### src/rtl/bgc_ram.sv
// Generic single-write, single-read RAM with registered read data.
`timescale 1ns / 1ps
module bgc_ram #(
  parameter int unsigned Width = 8,
  parameter int unsigned Depth = 16,
  localparam int unsigned AddrW = (Depth > 1) ? $clog2(Depth) : 1
) (
  input  logic             clk_i,
  input  logic             we_i,
  input  logic [AddrW-1:0] waddr_i,
  input  logic [Width-1:0] wdata_i,
  input  logic [AddrW-1:0] raddr_i,
  output logic [Width-1:0] rdata_o
);

  logic [Width-1:0] mem_q [Depth];
  logic [Width-1:0] rdata_q;

  always_ff @(posedge clk_i) begin
    if (we_i) begin
      mem_q[waddr_i] <= wdata_i;
    end
    rdata_q <= mem_q[raddr_i];
  end

  assign rdata_o = rdata_q;

endmodule

### config.mk
export PLATFORM = sky130hd
export DESIGN_NAME = bgc_ram
export DESIGN_NICKNAME = d
export VERILOG_FILES = /design/src/rtl/bgc_ram.sv
export SDC_FILE = /design/constraint.sdc
export NUM_CORES = 1
export LEC_CHECK = 0
export ABC_AREA = 1
export CORE_MARGIN = 1.5
export CORE_UTILIZATION = 40
export DETAILED_ROUTE_END_ITERATION = 8
export DONT_BUFFER_PORTS = 1
export GPL_ROUTABILITY_DRIVEN = 0
export MAX_ROUTING_LAYER = met4
export PLACE_DENSITY = 0.51
export RECOVER_POWER = 50
export SKIP_LAST_GASP = 1
export SYNTH_ARGS = -nofsm -noshare
export SYNTH_HDL_FRONTEND = slang
export SYNTH_SLANG_ARGS = --single-unit
### constraint.sdc
create_clock -name clk_i -period 1.9 [get_ports clk_i]
set_input_delay 0.095 -clock clk_i [delete_from_list [all_inputs] [get_ports clk_i]]
set_output_delay 0.095 -clock clk_i [all_outputs]
set_load 0.05 [all_outputs]
==> flow_summary.json, run 1 <==
{
  "drc": 0,
  "crit_path_end": "rdata_o[6]",
  "cts_buffer_depth": 2,
  "netlist.area_leader.share": 0.667,
  "mappedNetlistArea_mm2": 0.00577,
  "yosys_most_used_dff": "edfxtp_1",
  "worstMarginPinSlew_ps": 856,
  "clk_latency_ps": 420,
  "r2r_cells": 7,
  "grt_pass1_wl_um": 21500,
  "rows": 43,
  "synth_most_common_cell": "nand2_1",
  "cts_tree": "done",
  "htreeDepth": 4,
  "leakage_uw": 0.00274,
  "crit_type": "in2reg",
  "r2r-end": "rdata_o[5]",
  "r2r-start": "mem_q[10][5]",
  "clock.fmax_mhz": 608,
  "setup_tns_ps": 0,
  "viasPerCell": 4.86,
  "antenna_found_initial": 0,
  "slew_headroom": 0.428,
  "setup_viol": 0,
  "fin_crit_ps": 1640,
  "slew_violations": 0,
  "yosysWarnings": 0,
  "use_met2": 0.295,
  "cts_buffers": 17,
  "fin_skew_ps": 8.42,
  "yosysUniqueCellTypes": 12,
  "slowest_delay_ps": 950,
  "async_flop_share": 0,
  "cts-resized-gates": 0,
  "hold_slack_ps": 18.8,
  "dieArea_mm2": 0.0151,
  "crit_path_cell_trace": "dlygate4sd3_1 -> nand3_1 -> nand3_1 -> dlygate4sd3_1 -> nand2_1",
  "path_buf_inv": 2,
  "cts.clk_slew.worst_paths_ps": 50,
  "synthTopCellsByCount": "nand2_1 (173), edfxtp_1 (128), inv_1 (100)",
  "post-route-util": 0.468,
  "end_kind": "flop",
  "irDropWorstVdd_v": 0.000712,
  "drive_gt1_frac": 0.0463,
  "period_share": 0.865,
  "crit_family": "buffers and inverters",
  "timing.final.ws_setup_ps": 256,
  "wl_per_cell_um": 17.8,
  "cts_sinks": 136,
  "globalRouteOverflowTotal": 0,
  "r2r_slack_ps": 380,
  "syn_nets": 569,
  "hold_viol": 0,
  "syn_inst": 551,
  "nNetsFinal": 589,
  "num_vias": 3707,
  "cts_setup_buffers": 0,
  "synth_edf_count": 128,
  "ys_seq_area_frac": 0.694,
  "grt_most_used_layer": "met2",
  "drtAntennaViolNets": 0,
  "coreArea_mm2": 0.0140,
  "status": "complete, no violations",
  "port-buffer-count": 0,
  "maxCapViolCount": 0,
  "hold_class": "in2reg",
  "area_growth_pct": 13.5,
  "diodes": 0,
  "synthTopCellsByArea": "edfxtp_1 (67%), nand2_1 (11%), nand3_1 (8.4%), inv_1 (6.5%), dfxtp_1 (2.8%)",
  "synth_seq_cells": 136,
  "cp.arrival_ps": 1950,
  "dp_slack_ps": 551,
  "start_util": 0.412,
  "drt_iter0_drc": 353,
  "grtUsageMet3": 0.0480,
  "grt_max_degree": 66,
  "grt_pass1_vias": 3738,
  "grt_usage": 0.208,
  "clockRootBuffer": "clkbuf_16",
  "crit_start": "raddr_i[2]",
  "crit_required_ps": 2210,
  "drt_pass1_iterations": 5,
  "wirelength_um": 13600,
  "ios": 26,
  "die_y_um": 123,
  "die_w_um": 123,
  "slowest_stage": "dlygate4sd3_1",
  "cp.depth": 5,
  "synth_area_leader_cell": "edfxtp_1",
  "grt.met1_usage": 0.287,
  "worstPathMaxFanout": 13,
  "rsz0062_at_grt": "no",
  "dp_hpwl_um": 7760,
  "power_density_mw_per_mm2": 1030,
  "syn_area_per_cell_um2": 10.5,
  "startpoint_type": "input port"
}
## tightest hold or removal path: cells and delay by family
family           cells  cell delay [ps]
AND/OR/NAND/NOR      4              300
## per-stage QoR
stage,instances,instance area (um^2),power [uW]
after floorplan,551,5770,3740
after global placement,718,5920,3770
after detailed placement,718,5920,3770
after CTS,763,6580,6770
after global routing,763,6540,6940
final,763,6540,6720
## placed cells by master (no fill, tap or decap)
cell and n:
buf_12 1, bufinv_16 1, clkbuf_1 12, clkbuf_16 17, clkinv_1 5, clkinv_2 3
clkinvlp_4 3, dfxtp_1 8, dlygate4sd3_1 14, edfxtp_1 128, inv_1 100, inv_2 2
nand2_1 173, nand3_1 97, nand3b_1 2, nor2_1 17
## cells by family (layout without fill, tap and decap cells)
kind of cell	Yosys count	count (layout)	share of synthesized area
buf+inv	126	158	0.0952
flops	136	136	0.694
simple gates	289	289	0.210
## power by group
| group | total (uW) | switching [uW] | internal, uW |
|---|---|---|---|
| Sequential | 3450 | 91.1 | 3360 |
| Clock | 2920 | 1170 | 1750 |
| Combinational | 349 | 244 | 105 |
## layout make-up
cell class	count	area, um^2
sequential	136	4000
inverter	102	383
clock buffer	19	433
clock inverter	12	86.3
timing repair buffer	25	198
multi-input combinational	289	1210
tap	180	225
fill	1332	7450
## flip-flops by register name (all words and copies together) (netlist names)
| register | count |
|---|---|
| mem_q | 128 |
| rdata_o | 8 |
## worst min path at each step
stage | from | slack [ps] | cells after the start | endpoint
finish | raddr_i[1] | 20 | 4 | rdata_o[0]
global route | raddr_i[1] | 10 | 4 | rdata_o[6]
CTS | raddr_i[1] | 0.2 | 4 | rdata_o[0]
detailed placement | wdata_i[2] | 190 | 0 | mem_q[0][2]
global placement | wdata_i[5] | 190 | 0 | mem_q[11][5]
floorplan | wdata_i[0] | 190 | 0 | mem_q[0][0]
## per-layer routing
layer  share of wire  vias up
li1                -     1813
met1            0.48     1784
met2            0.45       89
met3           0.048       21
met4           0.024        0
met5               0        -
## what timing repair did
action,4_1_cts,5_1_grt
setup endpoints to repair,0,0
endpoints found under the hold margin,136,0
hold buffers,14,0
Note: power is estimated with default switching activity, not from simulation.
==> run 2, diff against run 1 <==
- RECOVER_POWER: 50 -> 25
==> run 2 against run 1 <==
Against the previous run: clock skew is essentially flat; die area is the same; fmax grew 0.82%; largest cell class unchanged; wire length is essentially flat; total power is essentially flat; clock-buffer cell count is the same; sequential power is essentially flat; worst hold slack is essentially flat; core utilization is essentially flat; critical path depth is the same; clock power is essentially flat; largest power group unchanged; global-route usage is the same; critical endpoint unchanged.
==> flow_summary.json, run 2 (same netlist as run 1, synthesis figures left out) <==
{
  "status": "complete, no violations",
  "clk_latency_ps": 420,
  "setup_viol": 0,
  "grt_pass1_wl_um": 21500,
  "cts_sinks": 136,
  "wl_per_cell_um": 17.8,
  "hold_viol": 0,
  "ios": 26,
  "crit_type": "in2reg",
  "drive_gt1_frac": 0.0480,
  "power_density_mw_per_mm2": 1030,
  "end_kind": "flop",
  "cts_buffers": 17,
  "worstMarginPinSlew_ps": 853,
  "final_cell_mix": "nand2_1 (173), edfxtp_1 (128), inv_1 (100)",
  "dp_hpwl_um": 7760,
  "grt_max_degree": 66,
  "fin_crit_ps": 1630,
  "start_util": 0.412,
  "setup_tns_ps": 0,
  "r2r_slack_ps": 380,
  "crit_required_ps": 2210,
  "htreeDepth": 4,
  "globalRouteOverflowTotal": 0,
  "cts.clk_slew.worst_paths_ps": 50,
  "drtAntennaViolNets": 0,
  "r2r_cells": 7,
  "cp.arrival_ps": 1940,
  "drt_pass1_iterations": 5,
  "crit_path_end": "rdata_o[6]",
  "rsz0062_at_grt": "no",
  "die_w_um": 123,
  "cts_buffer_depth": 2,
  "leakage_uw": 0.00274,
  "design_area_mm2": 0.00655,
  "area_growth_pct": 13.5,
  "drt_iter0_drc": 345,
  "final_common_cell": "nand2_1",
  "grt_pass1_vias": 3738,
  "postPlaceCellArea_mm2": 0.00592,
  "viasPerCell": 4.86,
  "r2r-end": "rdata_o[5]",
  "diodes": 0,
  "slew_violations": 0,
  "slew_headroom": 0.429,
  "nNetsFinal": 589,
  "maxCapViolCount": 0,
  "startpoint_type": "input port",
  "antenna_found_initial": 0,
  "period_share": 0.858,
  "fillers": 1332,
  "fin_skew_ps": 8.41,
  "dieArea_mm2": 0.0151,
  "clockRootBuffer": "clkbuf_16",
  "multi_input_area_mm2": 0.00121,
  "grt_usage": 0.208,
  "irDropWorstVdd_v": 0.000712,
  "cts_tree": "done",
  "clock.fmax_mhz": 613,
  "r2r-start": "mem_q[10][5]",
  "port-buffer-count": 0,
  "top_register": "mem_q",
  "rows": 43,
  "largest_register_ffs": 128,
  "hold_class": "in2reg",
  "drc": 0,
  "worstPathMaxFanout": 13,
  "regArea_mm2": 0.00400,
  "die_y_um": 123,
  "wirelength_um": 13600,
  "crit_start": "raddr_i[2]",
  "cts_setup_buffers": 0,
  "num_vias": 3707,
  "coreArea_mm2": 0.0140
}
==> run 2: cell count changes in the layout (fill, tap and decap cells not counted), sizes merged <==
cell / before / now
clkbuf: 29 / 28
buf: 1 / 2
==> run 2: timing repair <==
item	4_1_cts	5_1_grt
hold buffers	14	0
resized for setup	0	0
endpoints found under the hold margin	136	0
==> run 2: critical path, cell delays in order <==
cell,delay (ps)
dlygate4sd3_1,940
nand3_1,170
nand3_1,120
dlygate4sd3_1,550
nand2_1,50
==> run 2: layer usage <==
metal | wire [um] | part of all wire | up-vias | GRT usage
met1 | 6550 | 0.48 | 1789 | 0.287
met3 | 627 | 0.046 | 21 | 0.0480
li1 | - | - | 1812 | -
met4 | 323 | 0.024 | 0 | 0.0941
met2 | 6080 | 0.45 | 85 | 0.295
met5 | 0 | 0 | - | -
==> run 2: worst min-delay path by stage <==
stage	from	to	slack, ps	depth (start not counted)
final	raddr_i[1]	rdata_o[0]	20	4
after global placement	wdata_i[5]	mem_q[11][5]	190	0
after global routing	raddr_i[1]	rdata_o[6]	10	4
after detailed placement	wdata_i[2]	mem_q[0][2]	190	0
after floorplan	wdata_i[0]	mem_q[0][0]	190	0
after CTS	raddr_i[1]	rdata_o[0]	0.2	4
==> run 2: layout make-up <==
| cell class | instances | area share |
|---|---|---|
| Clock buffer | 19 | 0.0661 |
| Clock inverter | 12 | 0.0132 |
| Inverter | 102 | 0.0585 |
| Multi-Input combinational cell | 289 | 0.185 |
| Sequential cell | 136 | 0.612 |
| Tap cell | 180 | 0.0344 |
| Timing Repair Buffer | 25 | 0.0308 |
==> run 2: stage by stage <==
stage	hold slack [ps]	setup WS, ps	total power (uW)	util	cells
floorplan	194	854	3740	-	551
global placement	195	560	3770	0.423	718
detailed placement	195	551	3770	0.423	718
CTS	0.208	301	6770	0.470	763
global route	12.1	232	6940	0.468	763
finish	18.8	270	6720	0.468	763
==> run 2: where the power goes <==
| group | switching [uW] | leakage (uW) | internal [uW] |
|---|---|---|---|
| clock network | 1170 | 0.000246 | 1750 |
| logic | 243 | 0.00127 | 105 |
| registers | 91.2 | 0.00122 | 3360 |
| total | 1500 | 0.00274 | 5220 |
==> run 3, diff against run 2 <==
- CELL_PAD_IN_SITES_DETAIL_PLACEMENT: not set -> 1
- CELL_PAD_IN_SITES_GLOBAL_PLACEMENT: not set -> 1
- PLACE_DENSITY: 0.51 -> 0.62
==> run 3 against run 2 <==
Against the previous run: critical path depth is the same; critical path type unchanged; clock skew grew 0.61 ps; core utilization grew 0.45 points; register-to-register slack is essentially flat; sequential share of layout area shrank 0.58 points; worst hold slack lost 7.8 ps; via count grew 1.7%; die area is the same; wire length grew 13%; largest power group unchanged; critical endpoint is now rdata_o[4]; total power grew 7.0%; non-clock buffer count shrank 1; clock power grew 16%.
==> flow_summary.json, run 3 (same netlist as run 1, synthesis figures left out) <==
{
  "rsz0062_at_grt": "no",
  "die_y_um": 123,
  "grt_pass1_wl_um": 23400,
  "final_cell_mix": "nand2_1 (173), edfxtp_1 (128), inv_1 (100)",
  "startpoint_type": "input port",
  "clockRootBuffer": "clkbuf_16",
  "port-buffer-count": 0,
  "wl_per_cell_um": 20.1,
  "htreeDepth": 4,
  "hold_class": "in2reg",
  "dieArea_mm2": 0.0151,
  "crit_path_cell_trace": "dlygate4sd3_1 -> nand3_1 -> dlygate4sd3_1 -> nand3_1 -> nand2_1",
  "setup_viol": 0,
  "top_register": "mem_q",
  "end_kind": "flop",
  "largest_register_ffs": 128,
  "area_growth_pct": 14.6,
  "p_int_uw": 5620,
  "cts_tree": "done",
  "cp.arrival_ps": 1900,
  "power_density_mw_per_mm2": 1090,
  "slowest_delay_ps": 970,
  "final_common_cell": "nand2_1",
  "cts_buffer_depth": 2,
  "cts_setup_buffers": 0,
  "p_sw_frac": 0.218,
  "die_w_um": 123,
  "crit_type": "in2reg",
  "ios": 26,
  "clkPwrFrac": 0.470,
  "num_vias": 3769,
  "nNetsFinal": 588,
  "drt_iter0_drc": 350,
  "start_util": 0.412,
  "setup_tns_ps": 0,
  "seqPwrFrac": 0.481,
  "fin_crit_ps": 1590,
  "cts_buffers": 17,
  "clk_latency_ps": 430,
  "status": "complete, no violations",
  "crit_required_ps": 2210,
  "maxCapViolCount": 0,
  "power_frac_comb": 0.049,
  "slowest_stage": "dlygate4sd3_1",
  "fillers": 1556,
  "period_share": 0.837,
  "globalRouteOverflowTotal": 0,
  "worstMarginPinSlew_ps": 881,
  "path_buf_inv": 2,
  "fin_skew_ps": 9.03,
  "grt_max_degree": 66,
  "coreArea_mm2": 0.0140,
  "dp_hpwl_um": 9200,
  "timing.final.ws_setup_ps": 310,
  "clock.fmax_mhz": 629,
  "drtAntennaViolNets": 0,
  "grt_pass1_vias": 3928,
  "crit_start": "raddr_i[2]",
  "wirelength_um": 15400,
  "irDropWorstVdd_v": 0.000603,
  "grt_usage": 0.229,
  "antenna_found_initial": 1,
  "cts.clk_slew.worst_paths_ps": 60,
  "slew_violations": 0,
  "hold_viol": 0,
  "leakage_uw": 0.00278,
  "dp_slack_ps": 521,
  "hp-start": "raddr_i[1]",
  "drt_pass1_iterations": 4,
  "viasPerCell": 4.93,
  "worstPathMaxFanout": 14,
  "power.switching_uw": 1560,
  "rows": 43,
  "hold_slack_ps": 11.0,
  "slew_headroom": 0.411,
  "crit_family": "buffers and inverters",
  "cts_sinks": 136,
  "drc": 0,
  "r2r-start": "mem_q[12][3]",
  "drive_gt1_frac": 0.0549
}
## run 3: metrics by stage
stage          area, um^2  power [uW]  instances  utilization
2_1_floorplan        5770        3740        551            -
3_3_place_gp         5910        3780        718        0.422
3_5_place_dp         5910        3790        718        0.422
4_1_cts              6640        7240        763        0.475
5_1_grt              6610        7390        764        0.472
6_report             6610        7180        764        0.472
## run 3: final timing paths
kind           endpoint  slack [ps]  cells after the start
min          rdata_o[4]          10                      4
max          rdata_o[4]         310                      5
max reg2reg  rdata_o[3]         390                      7
min reg2reg  rdata_o[5]         680                      6
## run 3: final cells by class
cell class | instances | area (um^2) | share of cell area
antenna | 1 | 2.50 | 0.000379
clock buffer | 24 | 482 | 0.0729
clock inverter | 8 | 120 | 0.0182
inverter | 102 | 383 | 0.0579
multi-input combinational | 289 | 1210 | 0.184
sequential | 136 | 4000 | 0.606
tap | 180 | 225 | 0.0341
timing repair buffer | 24 | 179 | 0.0271
## run 3: what timing repair did
item / CTS / global route
resized for setup: 0 / 0
hold buffers: 13 / 0
endpoints found under the hold margin: 136 / 0
## run 3: worst register-to-register path, cell delays in order, from the launching register on
cell and delay, ps:
edfxtp_1 380, inv_1 80, nand2_1 60, nand3_1 90, nand3_1 100, nand3_1 90
dlygate4sd3_1 550, nand2_1 50
## run 3: routing by layer
layer	track usage	up-vias	part of all wire
met2	0.362	64	0.49
met4	0.0819	0	0.014
met5	-	-	0
met1	0.299	1884	0.46
li1	-	1809	-
met3	0.0411	12	0.033
## run 3: power groups by stage
| stage | combinational (uW) | sequential [uW] | clock, uW |
|---|---|---|---|
| 2_1_floorplan | 237 | 3500 | 0 |
| 3_3_place_gp | 262 | 3520 | 0 |
| 3_5_place_dp | 267 | 3520 | 0 |
| 4_1_cts | 360 | 3460 | 3430 |
| 5_1_grt | 390 | 3460 | 3540 |
| 6_report | 350 | 3460 | 3380 |
